### src/design/sps_pkg.sv
// Shared types and constants for the single-pattern byte scanner.
// Used by the window cell, the result queue and the top level.
package sps_pkg;

   // Parameter defaults
   localparam int PATTERN_MAX_DEF = 32;
   localparam int OFFSET_BITS_DEF = 32;

   // Fixed field and register widths
   localparam int PAT_BYTES  = 32;
   localparam int LEN_W      = 6;
   localparam int COUNT_W    = 32;
   localparam int CSR_IDX_W  = 3;
   localparam int CSR_DATA_W = 64;

   // Result queue sizing
   localparam int QUEUE_DEPTH = 8;
   localparam int QPTR_W      = 3;
   localparam int QCNT_W      = 4;

   // Full pattern, byte i in bits 8i upward
   typedef logic [PAT_BYTES-1:0][7:0] pattern_type;

   // Register indexes of the configuration port
   typedef enum logic [CSR_IDX_W-1:0] {
      CSR_PATTERN_LENGTH  = 3'd0,
      CSR_PATTERN_BYTES_0 = 3'd1,
      CSR_PATTERN_BYTES_1 = 3'd2,
      CSR_PATTERN_BYTES_2 = 3'd3,
      CSR_PATTERN_BYTES_3 = 3'd4,
      CSR_MATCH_LIMIT     = 3'd5
   } csr_index_type;

   // One result word
   typedef struct packed {
      logic [COUNT_W-1:0] match_offset;
      logic [COUNT_W-1:0] match_total;
      logic               limit_hit;
      logic               is_last;
   } rsp_word_type;

   // Push controls into the result queue
   typedef struct packed {
      logic push_a;
      logic push_b;
   } push_type;

endpackage

### src/design/sps_cell.sv
// One cell of the byte window: holds one recent byte and the pattern byte
// aligned to its place. Depends on sps_pkg.
module sps_cell #(
   parameter int CELL_INDEX = 0
) (
   input  logic                       clock,
   input  logic                       shift_en,
   input  logic [7:0]                 byte_in,
   input  sps_pkg::pattern_type       pattern,
   input  logic [sps_pkg::LEN_W-1:0]  pat_len,
   output logic [7:0]                 byte_out,
   output logic                       byte_eq
);

   logic [7:0]                data_ff;
   logic [7:0]                pat_ff;
   logic [7:0]                pat_in;
   logic                      act_ff;
   logic                      act_in;
   logic [sps_pkg::LEN_W-1:0] pat_idx;

   // Select the pattern byte that lines up with this cell for the current length
   always_comb begin
      pat_idx = pat_len - sps_pkg::LEN_W'(1) - sps_pkg::LEN_W'(CELL_INDEX);
      pat_in  = pattern[pat_idx[sps_pkg::LEN_W-2:0]];
      act_in  = (pat_len > sps_pkg::LEN_W'(CELL_INDEX));
   end

   // Track the configuration every cycle
   always_ff @(posedge clock) begin
      pat_ff <= pat_in;
      act_ff <= act_in;
   end

   // Shift the window byte on each accepted word
   always_ff @(posedge clock) begin
      if (shift_en) begin
         data_ff <= byte_in;
      end
   end

   assign byte_out = data_ff;
   assign byte_eq  = !act_ff || (data_ff == pat_ff);

endmodule

### src/design/sps_result_queue.sv
// Result word queue: takes up to two words per cycle, hands out one.
// Depends on sps_pkg.
module sps_result_queue (
   input  logic                         clock,
   input  logic                         reset,
   input  sps_pkg::push_type            push,
   input  sps_pkg::rsp_word_type        word_a,
   input  sps_pkg::rsp_word_type        word_b,
   input  logic                         pop,
   output sps_pkg::rsp_word_type        head,
   output logic [sps_pkg::QCNT_W-1:0]   count
);

   sps_pkg::rsp_word_type             mem [sps_pkg::QUEUE_DEPTH];
   logic [sps_pkg::QPTR_W-1:0]        wr_ptr_ff;
   logic [sps_pkg::QPTR_W-1:0]        wr_ptr_in;
   logic [sps_pkg::QPTR_W-1:0]        rd_ptr_ff;
   logic [sps_pkg::QPTR_W-1:0]        rd_ptr_in;
   logic [sps_pkg::QCNT_W-1:0]        count_ff;
   logic [sps_pkg::QCNT_W-1:0]        count_in;
   logic [sps_pkg::QPTR_W-1:0]        wr_ptr_b;

   // Advance pointers and occupancy
   always_comb begin
      wr_ptr_b  = wr_ptr_ff + sps_pkg::QPTR_W'(1);
      wr_ptr_in = wr_ptr_ff + sps_pkg::QPTR_W'(push.push_a) + sps_pkg::QPTR_W'(push.push_b);
      rd_ptr_in = rd_ptr_ff + sps_pkg::QPTR_W'(pop);
      count_in  = count_ff + sps_pkg::QCNT_W'(push.push_a) + sps_pkg::QCNT_W'(push.push_b)
                  - sps_pkg::QCNT_W'(pop);
   end

   always_ff @(posedge clock) begin
      if (reset) begin
         wr_ptr_ff <= '0;
         rd_ptr_ff <= '0;
         count_ff  <= '0;
      end else begin
         wr_ptr_ff <= wr_ptr_in;
         rd_ptr_ff <= rd_ptr_in;
         count_ff  <= count_in;
      end
   end

   // Store pushed words in order
   always_ff @(posedge clock) begin
      if (push.push_a) begin
         mem[wr_ptr_ff] <= word_a;
      end
      if (push.push_b) begin
         mem[wr_ptr_b] <= word_b;
      end
   end

   assign head  = mem[rd_ptr_ff];
   assign count = count_ff;

endmodule

### src/design/single_pattern_byte_scanner_top.sv
// Single-pattern byte scanner: one byte per cycle, unless stalled, through a row of window cells.
// Each accepted byte is registered into the window cells and the compare stage; its
// result word is then written into the queue and offered from there.
// Throughput: 1 byte per cycle while results drain; the 8-word result queue
// stalls input once more than 4 words wait (more than 6 with the compare stage idle).
// Reset: synchronous, active high; clears configuration registers, counters and the queue (not the window cells).
module single_pattern_byte_scanner_top #(
   parameter int PATTERN_MAX = sps_pkg::PATTERN_MAX_DEF,
   parameter int OFFSET_BITS = sps_pkg::OFFSET_BITS_DEF
) (
   input  logic                             clock,
   input  logic                             reset,
   // input bytes
   input  logic                             req_valid,
   output logic                             req_stall,
   input  logic [7:0]                       req_data_byte,
   input  logic                             req_end_of_buffer,
   // results
   output logic                             rsp_valid,
   input  logic                             rsp_stall,
   output logic [sps_pkg::COUNT_W-1:0]      rsp_match_offset,
   output logic [sps_pkg::COUNT_W-1:0]      rsp_match_total,
   output logic                             rsp_limit_hit,
   output logic                             rsp_is_last,
   // configuration
   input  logic                             csr_valid,
   output logic                             csr_ready,
   input  logic [sps_pkg::CSR_IDX_W-1:0]    csr_index,
   input  logic [sps_pkg::CSR_DATA_W-1:0]   csr_data
);

   localparam int DIFF_W = (OFFSET_BITS + 1 > sps_pkg::COUNT_W) ? OFFSET_BITS + 1
                                                                : sps_pkg::COUNT_W;

   // Configuration registers
   logic [sps_pkg::LEN_W-1:0]                 len_ff;
   logic [3:0][sps_pkg::CSR_DATA_W-1:0]       pat_regs_ff;
   logic [sps_pkg::COUNT_W-1:0]               limit_ff;
   sps_pkg::pattern_type                      pattern;

   // Input stage
   logic                                      req_accept;
   logic [OFFSET_BITS-1:0]                    pos_ff;
   logic [OFFSET_BITS-1:0]                    pos_in;

   // Compare stage
   logic                                      s1_valid_ff;
   logic                                      s1_last_ff;
   logic [OFFSET_BITS-1:0]                    s1_pos_ff;
   logic [sps_pkg::COUNT_W-1:0]               found_ff;
   logic [sps_pkg::COUNT_W-1:0]               found_in;
   logic                                      stop_ff;
   logic                                      stop_in;

   // Window row
   logic [7:0]                                win_byte [PATTERN_MAX];
   logic [PATTERN_MAX-1:0]                    eq_vec;

   // Compare stage logic
   logic                                      len_ok;
   logic                                      pre_stop;
   logic [DIFF_W-1:0]                         pos_ext;
   logic [DIFF_W-1:0]                         start;
   logic                                      pos_ok;
   logic                                      hit;
   logic [sps_pkg::COUNT_W-1:0]               found_nx;
   logic                                      stop_nx;
   sps_pkg::rsp_word_type                     match_word;
   sps_pkg::rsp_word_type                     close_word;
   sps_pkg::rsp_word_type                     word_a;
   sps_pkg::push_type                         push;

   // Queue side
   sps_pkg::rsp_word_type                     head;
   logic [sps_pkg::QCNT_W-1:0]                q_count;
   logic                                      pop;

   // Configuration writes
   assign csr_ready = 1'b1;

   always_ff @(posedge clock) begin
      if (reset) begin
         len_ff      <= '0;
         pat_regs_ff <= '0;
         limit_ff    <= '0;
      end else if (csr_valid && csr_ready) begin
         case (csr_index)
            sps_pkg::CSR_PATTERN_LENGTH:  len_ff         <= csr_data[sps_pkg::LEN_W-1:0];
            sps_pkg::CSR_PATTERN_BYTES_0: pat_regs_ff[0] <= csr_data;
            sps_pkg::CSR_PATTERN_BYTES_1: pat_regs_ff[1] <= csr_data;
            sps_pkg::CSR_PATTERN_BYTES_2: pat_regs_ff[2] <= csr_data;
            sps_pkg::CSR_PATTERN_BYTES_3: pat_regs_ff[3] <= csr_data;
            sps_pkg::CSR_MATCH_LIMIT:     limit_ff       <= csr_data[sps_pkg::COUNT_W-1:0];
            default: ;
         endcase
      end
   end

   assign pattern = pat_regs_ff;

   // Hold input while the queue may not fit the results of a new byte and of the one in the compare stage
   assign req_stall  = s1_valid_ff
                       ? (q_count > sps_pkg::QCNT_W'(sps_pkg::QUEUE_DEPTH - 4))
                       : (q_count > sps_pkg::QCNT_W'(sps_pkg::QUEUE_DEPTH - 2));
   assign req_accept = req_valid && !req_stall;

   // Advance byte position, saturating; restart after the buffer's last byte
   always_comb begin
      if (req_end_of_buffer) begin
         pos_in = '0;
      end else if (&pos_ff) begin
         pos_in = pos_ff;
      end else begin
         pos_in = pos_ff + OFFSET_BITS'(1);
      end
   end

   always_ff @(posedge clock) begin
      if (reset) begin
         pos_ff      <= '0;
         s1_valid_ff <= 1'b0;
      end else begin
         s1_valid_ff <= req_accept;
         if (req_accept) begin
            pos_ff <= pos_in;
         end
      end
   end

   always_ff @(posedge clock) begin
      if (req_accept) begin
         s1_last_ff <= req_end_of_buffer;
         s1_pos_ff  <= pos_ff;
      end
   end

   // Row of window cells, newest byte in cell 0
   for (genvar k = 0; k < PATTERN_MAX; k++) begin : g_cell
      logic [7:0] cell_in;
      if (k == 0) begin : g_head
         assign cell_in = req_data_byte;
      end else begin : g_body
         assign cell_in = win_byte[k-1];
      end
      sps_cell #(
         .CELL_INDEX (k)
      ) u_cell (
         .clock    (clock),
         .shift_en (req_accept),
         .byte_in  (cell_in),
         .pattern  (pattern),
         .pat_len  (len_ff),
         .byte_out (win_byte[k]),
         .byte_eq  (eq_vec[k])
      );
   end

   // Decide the match and update the per-buffer counters
   always_comb begin
      len_ok   = (len_ff != '0) &&
                 ({1'b0, len_ff} <= (sps_pkg::LEN_W + 1)'(PATTERN_MAX));
      pre_stop = stop_ff || ((found_ff >= limit_ff) && (limit_ff != '0) && (found_ff != '0));
      pos_ext  = DIFF_W'(s1_pos_ff) + DIFF_W'(1);
      start    = pos_ext - DIFF_W'(len_ff);
      pos_ok   = (pos_ext >= DIFF_W'(len_ff));
      hit      = s1_valid_ff && len_ok && (limit_ff != '0) && !pre_stop &&
                 (found_ff < limit_ff) && pos_ok && (&eq_vec);
      found_nx = found_ff + sps_pkg::COUNT_W'(hit);
      stop_nx  = pre_stop || (hit && (found_nx >= limit_ff));

      match_word.match_offset = start[sps_pkg::COUNT_W-1:0];
      match_word.match_total  = found_nx;
      match_word.limit_hit    = stop_nx;
      match_word.is_last      = 1'b0;

      close_word.match_offset = '0;
      close_word.match_total  = found_nx;
      close_word.limit_hit    = stop_nx;
      close_word.is_last      = 1'b1;

      word_a      = hit ? match_word : close_word;
      push.push_a = s1_valid_ff && (hit || s1_last_ff);
      push.push_b = s1_valid_ff && hit && s1_last_ff;

      if (s1_last_ff) begin
         found_in = '0;
         stop_in  = 1'b0;
      end else begin
         found_in = found_nx;
         stop_in  = stop_nx;
      end
   end

   always_ff @(posedge clock) begin
      if (reset) begin
         found_ff <= '0;
         stop_ff  <= 1'b0;
      end else if (s1_valid_ff) begin
         found_ff <= found_in;
         stop_ff  <= stop_in;
      end
   end

   // Result words out through the queue
   sps_result_queue u_queue (
      .clock  (clock),
      .reset  (reset),
      .push   (push),
      .word_a (word_a),
      .word_b (close_word),
      .pop    (pop),
      .head   (head),
      .count  (q_count)
   );

   assign rsp_valid        = (q_count != '0);
   assign pop              = rsp_valid && !rsp_stall;
   assign rsp_match_offset = head.match_offset;
   assign rsp_match_total  = head.match_total;
   assign rsp_limit_hit    = head.limit_hit;
   assign rsp_is_last      = head.is_last;

endmodule
### config.mk
export PLATFORM = sky130hd
export DESIGN_NAME = single_pattern_byte_scanner_top
export DESIGN_NICKNAME = d
export VERILOG_FILES = /design/src/design/sps_pkg.sv /design/src/design/sps_cell.sv /design/src/design/sps_result_queue.sv /design/src/design/single_pattern_byte_scanner_top.sv
export SDC_FILE = /design/constraint.sdc
export NUM_CORES = 2
export LEC_CHECK = 0
export BUFFER_PORTS_ARGS = -buffer_cell sky130_fd_sc_hd__buf_2
export CORE_UTILIZATION = 25
export CTS_BUF_LIST = sky130_fd_sc_hd__clkbuf_8 sky130_fd_sc_hd__clkbuf_16
export DETAILED_ROUTE_END_ITERATION = 12
export GPL_TIMING_DRIVEN = 0
export PLACE_DENSITY = 0.36
export SYNTH_ARGS = -nofsm -noshare
export SYNTH_HDL_FRONTEND = slang
export SYNTH_SLANG_ARGS = --single-unit
export TNS_END_PERCENT = 20
### constraint.sdc
create_clock -name clock -period 10.8 [get_ports clock]
set_input_delay 1.62 -clock clock [delete_from_list [all_inputs] [get_ports clock]]
set_output_delay 1.62 -clock clock [all_outputs]
set_load 0.01 [all_outputs]
Word level (Yosys, flattened, before mapping)
Memories as Yosys holds them, arrays and structs flattened. A register that Yosys moved wholly into a read port is not among the register bits.
Cells that the tools add are included.
{ "op_classes": {"addsub": 43, "order_cmp": 71, "n_eq_ne": 38, "muxes": 75, "n_reduce_logical": 99} }
{ "op_table": {"columns": ["op", "n"], "rows": [
  ["8-bit binary-select mux with 5-bit select", 32],
  ["8-bit equality test", 32],
  ["8-bit two-way mux", 32],
  ["5-bit by 6-bit < comparator with 1-bit output, second input constant", 32],
  ["6-bit by 5-bit greater-than comparator with 1-bit output, second input constant", 16],
  ["32-bit two-way mux", 3],
  ["5-bit subtractor, second input constant", 16],
  ["66-bit two-way mux", 1],
  ["32-bit greater-or-equal comparator", 2],
  ["32-bit AND reduction", 2],
  ["32-bit nonzero test", 2],
  ["6-bit by 4-bit greater-than comparator with 1-bit output, second input constant", 8],
  ["5-bit by 4-bit subtractor with 5-bit output, second input constant", 8],
  ["1-bit logical NOT", 35],
  ["1-bit logical OR", 35],
  ["32-bit by 1-bit adder with 33-bit output, second input constant", 1],
  ["33-bit by 6-bit greater-or-equal comparator with 1-bit output", 1],
  ["32-bit by 1-bit adder with 32-bit output", 1],
  ["32-bit by 1-bit adder with 32-bit output, second input constant", 1],
  ["32-bit < comparator", 1],
  ["32-bit by 6-bit subtractor with 32-bit output", 1],
  ["6-bit by 3-bit greater-than comparator with 1-bit output, second input constant", 4],
  ["5-bit by 3-bit subtractor with 5-bit output, second input constant", 4],
  ["1-bit logical AND", 15],
  ["other kinds (20)", 41]
]} }
{ "totals": {"reg_bits": 947, "mem_bits_rw": 528, "in_bits": 81, "out_inout_bits": 69, "memories": 1} }
{ "mem_list": {"columns": ["memory", "words", "word_bits", "read_ports", "rd_ports_with_merged_regs", "wr", "line_no", "source"], "rows": [
  ["u_queue.mem", 8, 66, 1, 1, 2, "sps_result_queue.sv:14", "sps_pkg::rsp_word_type mem [sps_pkg::QUEUE_DEPTH];"]
]} }

Longest topological paths before layout
{ "depth": {"depth_word": 14, "depth_mapped": 34, "depth_no_buf": 29} }

Modules after synthesis
A second synthesis with hierarchy kept.
{ "unflattened": {"cells_unflattened": 10502, "area_unflattened_um2": 135338.6} }
{ "modules_own_cells": {"columns": ["module", "n_inst", "cells_per_inst", "area_each_um2", "seq_area_each_um2"], "rows": [
  ["sps_result_queue", 1, 1422, 26635.5, 16055.4],
  ["single_pattern_byte_scanner_top", 1, 2274, 18041.1, 8197.9],
  ["sps_cell (g_cell[24].u_cell ...)", 2, 204, 2866.5, 420.4],
  ["sps_cell (g_cell[29].u_cell)", 1, 260, 3027.9, 420.4],
  ["sps_cell (g_cell[30].u_cell)", 1, 206, 2996.6, 420.4],
  ["sps_cell (g_cell[25].u_cell)", 1, 259, 2970.3, 420.4],
  ["sps_cell (g_cell[18].u_cell)", 1, 205, 2945.3, 420.4],
  ["sps_cell (g_cell[21].u_cell)", 1, 256, 2941.6, 420.4],
  ["sps_cell (g_cell[13].u_cell)", 1, 281, 2922.8, 420.4],
  ["sps_cell (g_cell[9].u_cell)", 1, 205, 2922.8, 420.4],
  ["sps_cell (g_cell[0].u_cell)", 1, 213, 2919.0, 420.4],
  ["sps_cell (g_cell[2].u_cell)", 1, 204, 2902.8, 420.4],
  ["sps_cell (g_cell[12].u_cell)", 1, 204, 2900.3, 420.4],
  ["sps_cell (g_cell[10].u_cell)", 1, 205, 2894.0, 420.4],
  ["19 more rows", null, null, null, null]
]} }

Worst setup path before layout
No wires, ideal clock.
{ "synth_path": {"path_kind": "input to register", "start": "input req_valid", "end": "register pos_ff[29]", "setup_time_ns": 0.071, "arrival_time_ns": 9.714, "required_ns": 10.729, "slack_ns": 1.015, "path_stages": 6, "cell_sequence": "o21ai_0 > inv_1 > nand3_1 > or4_1 > or3_1 > a21oi_1"} }
{ "synth_between": {"elab_chain_cells": 2} }
{ "synth_lines": {"columns": ["item", "line_no", "source"], "rows": [
  ["from (decl)", "single_pattern_byte_scanner_top.sv:14", "input logic req_valid,"],
  ["1-bit logical AND", "single_pattern_byte_scanner_top.sv:105", "assign req_accept = req_valid && !req_stall;"],
  ["net g_cell[0].u_cell.shift_en", "sps_cell.sv:7", "input logic shift_en,"],
  ["2-bit AND reduction (no line)", null, null],
  ["to (signal assigned)", "single_pattern_byte_scanner_top.sv:125", "pos_ff <= pos_in;"],
  ["to (decl)", "single_pattern_byte_scanner_top.sv:43", "logic [OFFSET_BITS-1:0] pos_ff;"]
]} }
The timed path passes the listed nets, and every way through them passes these cells.
A chain may end at the register's enable or synchronous reset.

==> qor.csv <==
metric,value,unit
hold wc startpoint,g_cell[15].u_cell.byte_out[1]$_DFFE_PP_,
Hold Crit Class,reg -> reg,
synthesized net count,6289,
Die Span Y,536.7,µm
Nets,6619,
Syn-to-layout area delta,15.80,%
failing checks,"max-capacitance violations, max-slew violations",
cell mode on critical path,ha_1,
most instantiated cells after synthesis,"922 x dfxtp_1, 835 x nand2_1, 553 x edfxtp_1",
First DRT Iteration DRCs,5364,
Max VDD drop,0.0001205,V
asr flop ratio synth,0,%
Critical Path Source Type,flip-flop,
site row count,195,
# DRC,0,
Layout Utilization,29.22,%
CTS root buf,clkbuf_16,
max-slew violation count,4,
area fraction of the dominant cell type after synthesis,25.82,%
hpwl dp,260500,µm
share of layout cells above drive strength 1,17.91,%
Post CTS Setup Buffer Count,0,
vias in the first global route,51060,
top_reg_cell synth,dfxtp_1,
DR vias/cell,5.104,
setup TNS,0,ns
final critical-path share of the clock period,94.78,%
worst stage delay on the critical path,0.82,ns
final wirelength,325500,µm
clk buf depth,4,
io pins,150,
final hold violation count,0,
pre-CTS setup slack,-0.05978,ns
final setup vio count,0,
clk_skew,0.06890,ns
worst slew pin tran,1.534,ns
DIE AREA,0.2880,mm²
cts bufs inserted,176,
final cell count without fillers,10340,
GR Util All Layers,22.14,%
starting density of the core,25.23,%
r2r setup slk,0.56,ns
Yosys warning count,0,
clk_lat worst skew,0.87,ns
initial antenna violation count,31,
clk slew on worst S/H paths,0.06,ns
CTS tree,yes,
max-cap violation count,5,
CP Max Fanout,10,
number of flops mapped to enable cells by yosys,553,
Core Footprint,0.2833,mm²
cells after synthesis,6104,
critical path class,reg -> reg,
Final min period,10.24,ns
setup ws final,0.5634,ns
WHS Endpoint,g_cell[16].u_cell.byte_out[1]$_DFFE_PP_,
clk sinks,1475,
gpl congestion,1.001,
DP Cell Count,9999,
RR Startpoint,limit_ff[14]$_SDFFE_PP0P_,
hold buffers post-CTS,0,
Hold Crit Depth,0,
CP max-delay cell,a2111oi_4,
CP Data Arrival Time,10.85,ns
run status,finished with violations,
largest net degree at the start of global routing,114,
top achievable clock speed,97.69,MHz
Via Count,52760,
antenna-violating nets left,0,
R2R cell count,31,
Mapped Avg Cell Area,11.71,µm²
synthesized area,0.07148,mm²
Routed WL per cell,31.49,µm
Pleak,28.47,nW
Rel. slew slack,-3.345,%
"area leader, netlist",dfxtp_1,
top-count cell post-synth,dfxtp_1,
Critical R2R Capture,u_queue.mem[3][1]$_DFFE_PP_,
Max H-tree Level,4,
total gr overflow,0,
Critical Path Sink Type,flip-flop,
Yosys reg bits,1475,
die width,536.7,µm
Initial DRT Pass Iterations,5,
first-pass GRT wire length,438900,µm
synth unique cells,74,
RSZ-0062 raised after global routing,false,
Cell Pwr Density,185.4,mW/mm²
"Seq/Total Area, Yosys",49.06,%
Synth area leaders,"dfxtp_1 26%, edfxtp_1 23%, mux4_2 15%, mux2i_1 5.3%, nand2_1 4.4%",
Port Buf Inserts,145,
Crit path required time,11.41,ns
cell families (layout without fill, tap and decap cells):
group / after synthesis / in the layout / synth area share (%)
fa+ha+maj: 104 / 104 / 1.863
simple gates: 1617 / 1617 / 9.820
compound gates: 893 / 893 / 8.089
xor+xnor: 399 / 399 / 4.889
other cells: 1 / 24 / 0.005247
flops: 1475 / 1475 / 49.06
mux: 1041 / 1041 / 23.11
buf+inv: 574 / 1041 / 3.165
layout by cell type, fill, tap and decap left out, types with 184 or more instances in the layout:
cell type  synthesis  final
nand2_1          835    835
a21oi_1          334    333
mux4_2           468    468
mux2_2           195    195
mux2i_1          378    378
dfxtp_1          922    922
clkbuf_1         267    266
buf_2             59    204
inv_1            164    212
o21ai_0          187    184
nor2_1           400    400
edfxtp_1         553    553
xnor2_1          330    324
flip-flops by register name, indices dropped and copies added, names as in the netlist:
register / flops
u_queue.rd_ptr_ff: 3
stop_ff: 1
u_queue.wr_ptr_ff: 3
g_cell.u_cell.byte_out: 256
found_ff: 32
u_queue.count: 4
len_ff: 6
limit_ff: 32
s1_pos_ff: 32
pat_regs_ff: 256
u_queue.mem: 528
s1_valid_ff: 1
pos_ff: 32
s1_last_ff: 1
g_cell.u_cell.pat_ff: 256
g_cell.u_cell.act_ff: 32
per-layer routing:
metal,wire length (µm),up-vias,track usage [%]
li1,-,23170,-
met3,19000,412,3.536
met2,144200,1994,34.09
met4,13310,4,8.351
met1,148900,27180,31.03
met5,26,-,0
final cells by class:
cell class / count / area (µm²)
Antenna cell: 23 / 57.56
Buffer: 400 / 1610
Clock buffer: 206 / 4873
Clock inverter: 109 / 711.9
Fill cell: 29110 / 200500
Inverter: 174 / 660.6
Multi-Input combinational cell: 4055 / 34250
Sequential cell: 1475 / 35060
Tap cell: 3743 / 4683
Timing Repair Buffer: 152 / 858.3
timing repair:
item,CTS,global route
resized for setup,1,5
endpoints found under the hold margin,0,0
setup endpoints to repair,8,9
through the flow:
stage	total power, mW	hold WS [ns]	instance area [µm²]
detailed placement	9.644	0.4451	77050
global route	15.91	0.4411	82750
global placement	9.730	0.4391	76890
CTS	15.50	0.4070	82640
finish	15.35	0.4427	82770
floorplan	8.437	0.4271	71480
critical path, delay by kind of cell, from the launching register on:
family | cells | cell delay, ns
AO/OA/AOI/OAI | 10 | 2.88
buffers and inverters | 5 | 1.53
XOR/XNOR | 1 | 0.54
adder cells (fa/ha/maj) | 4 | 1.19
flip-flops | 1 | 0.37
AND/OR/NAND/NOR | 11 | 3.45
report_power, final:
part           internal [mW]  total [mW]  switching (mW)
combinational           1.01        2.76            1.75
clock                   3.35        5.83            2.48
sequential              6.33        6.76           0.422
worst max path at each step:
stage / from / endpoint / cells past startpoint
finish: limit_ff[14]$_SDFFE_PP0P_ / u_queue.mem[3][1]$_DFFE_PP_ / 31
global route: limit_ff[13]$_SDFFE_PP0P_ / u_queue.mem[1][1]$_DFFE_PP_ / 31
CTS: limit_ff[13]$_SDFFE_PP0P_ / u_queue.mem[3][1]$_DFFE_PP_ / 31
detailed placement: limit_ff[13]$_SDFFE_PP0P_ / u_queue.mem[3][1]$_DFFE_PP_ / 31
global placement: req_valid / pos_ff[29]$_SDFFE_PP0P_ / 7
floorplan: req_valid / pos_ff[29]$_SDFFE_PP0P_ / 6
No activity file was read; power rests on OpenSTA's default activity.
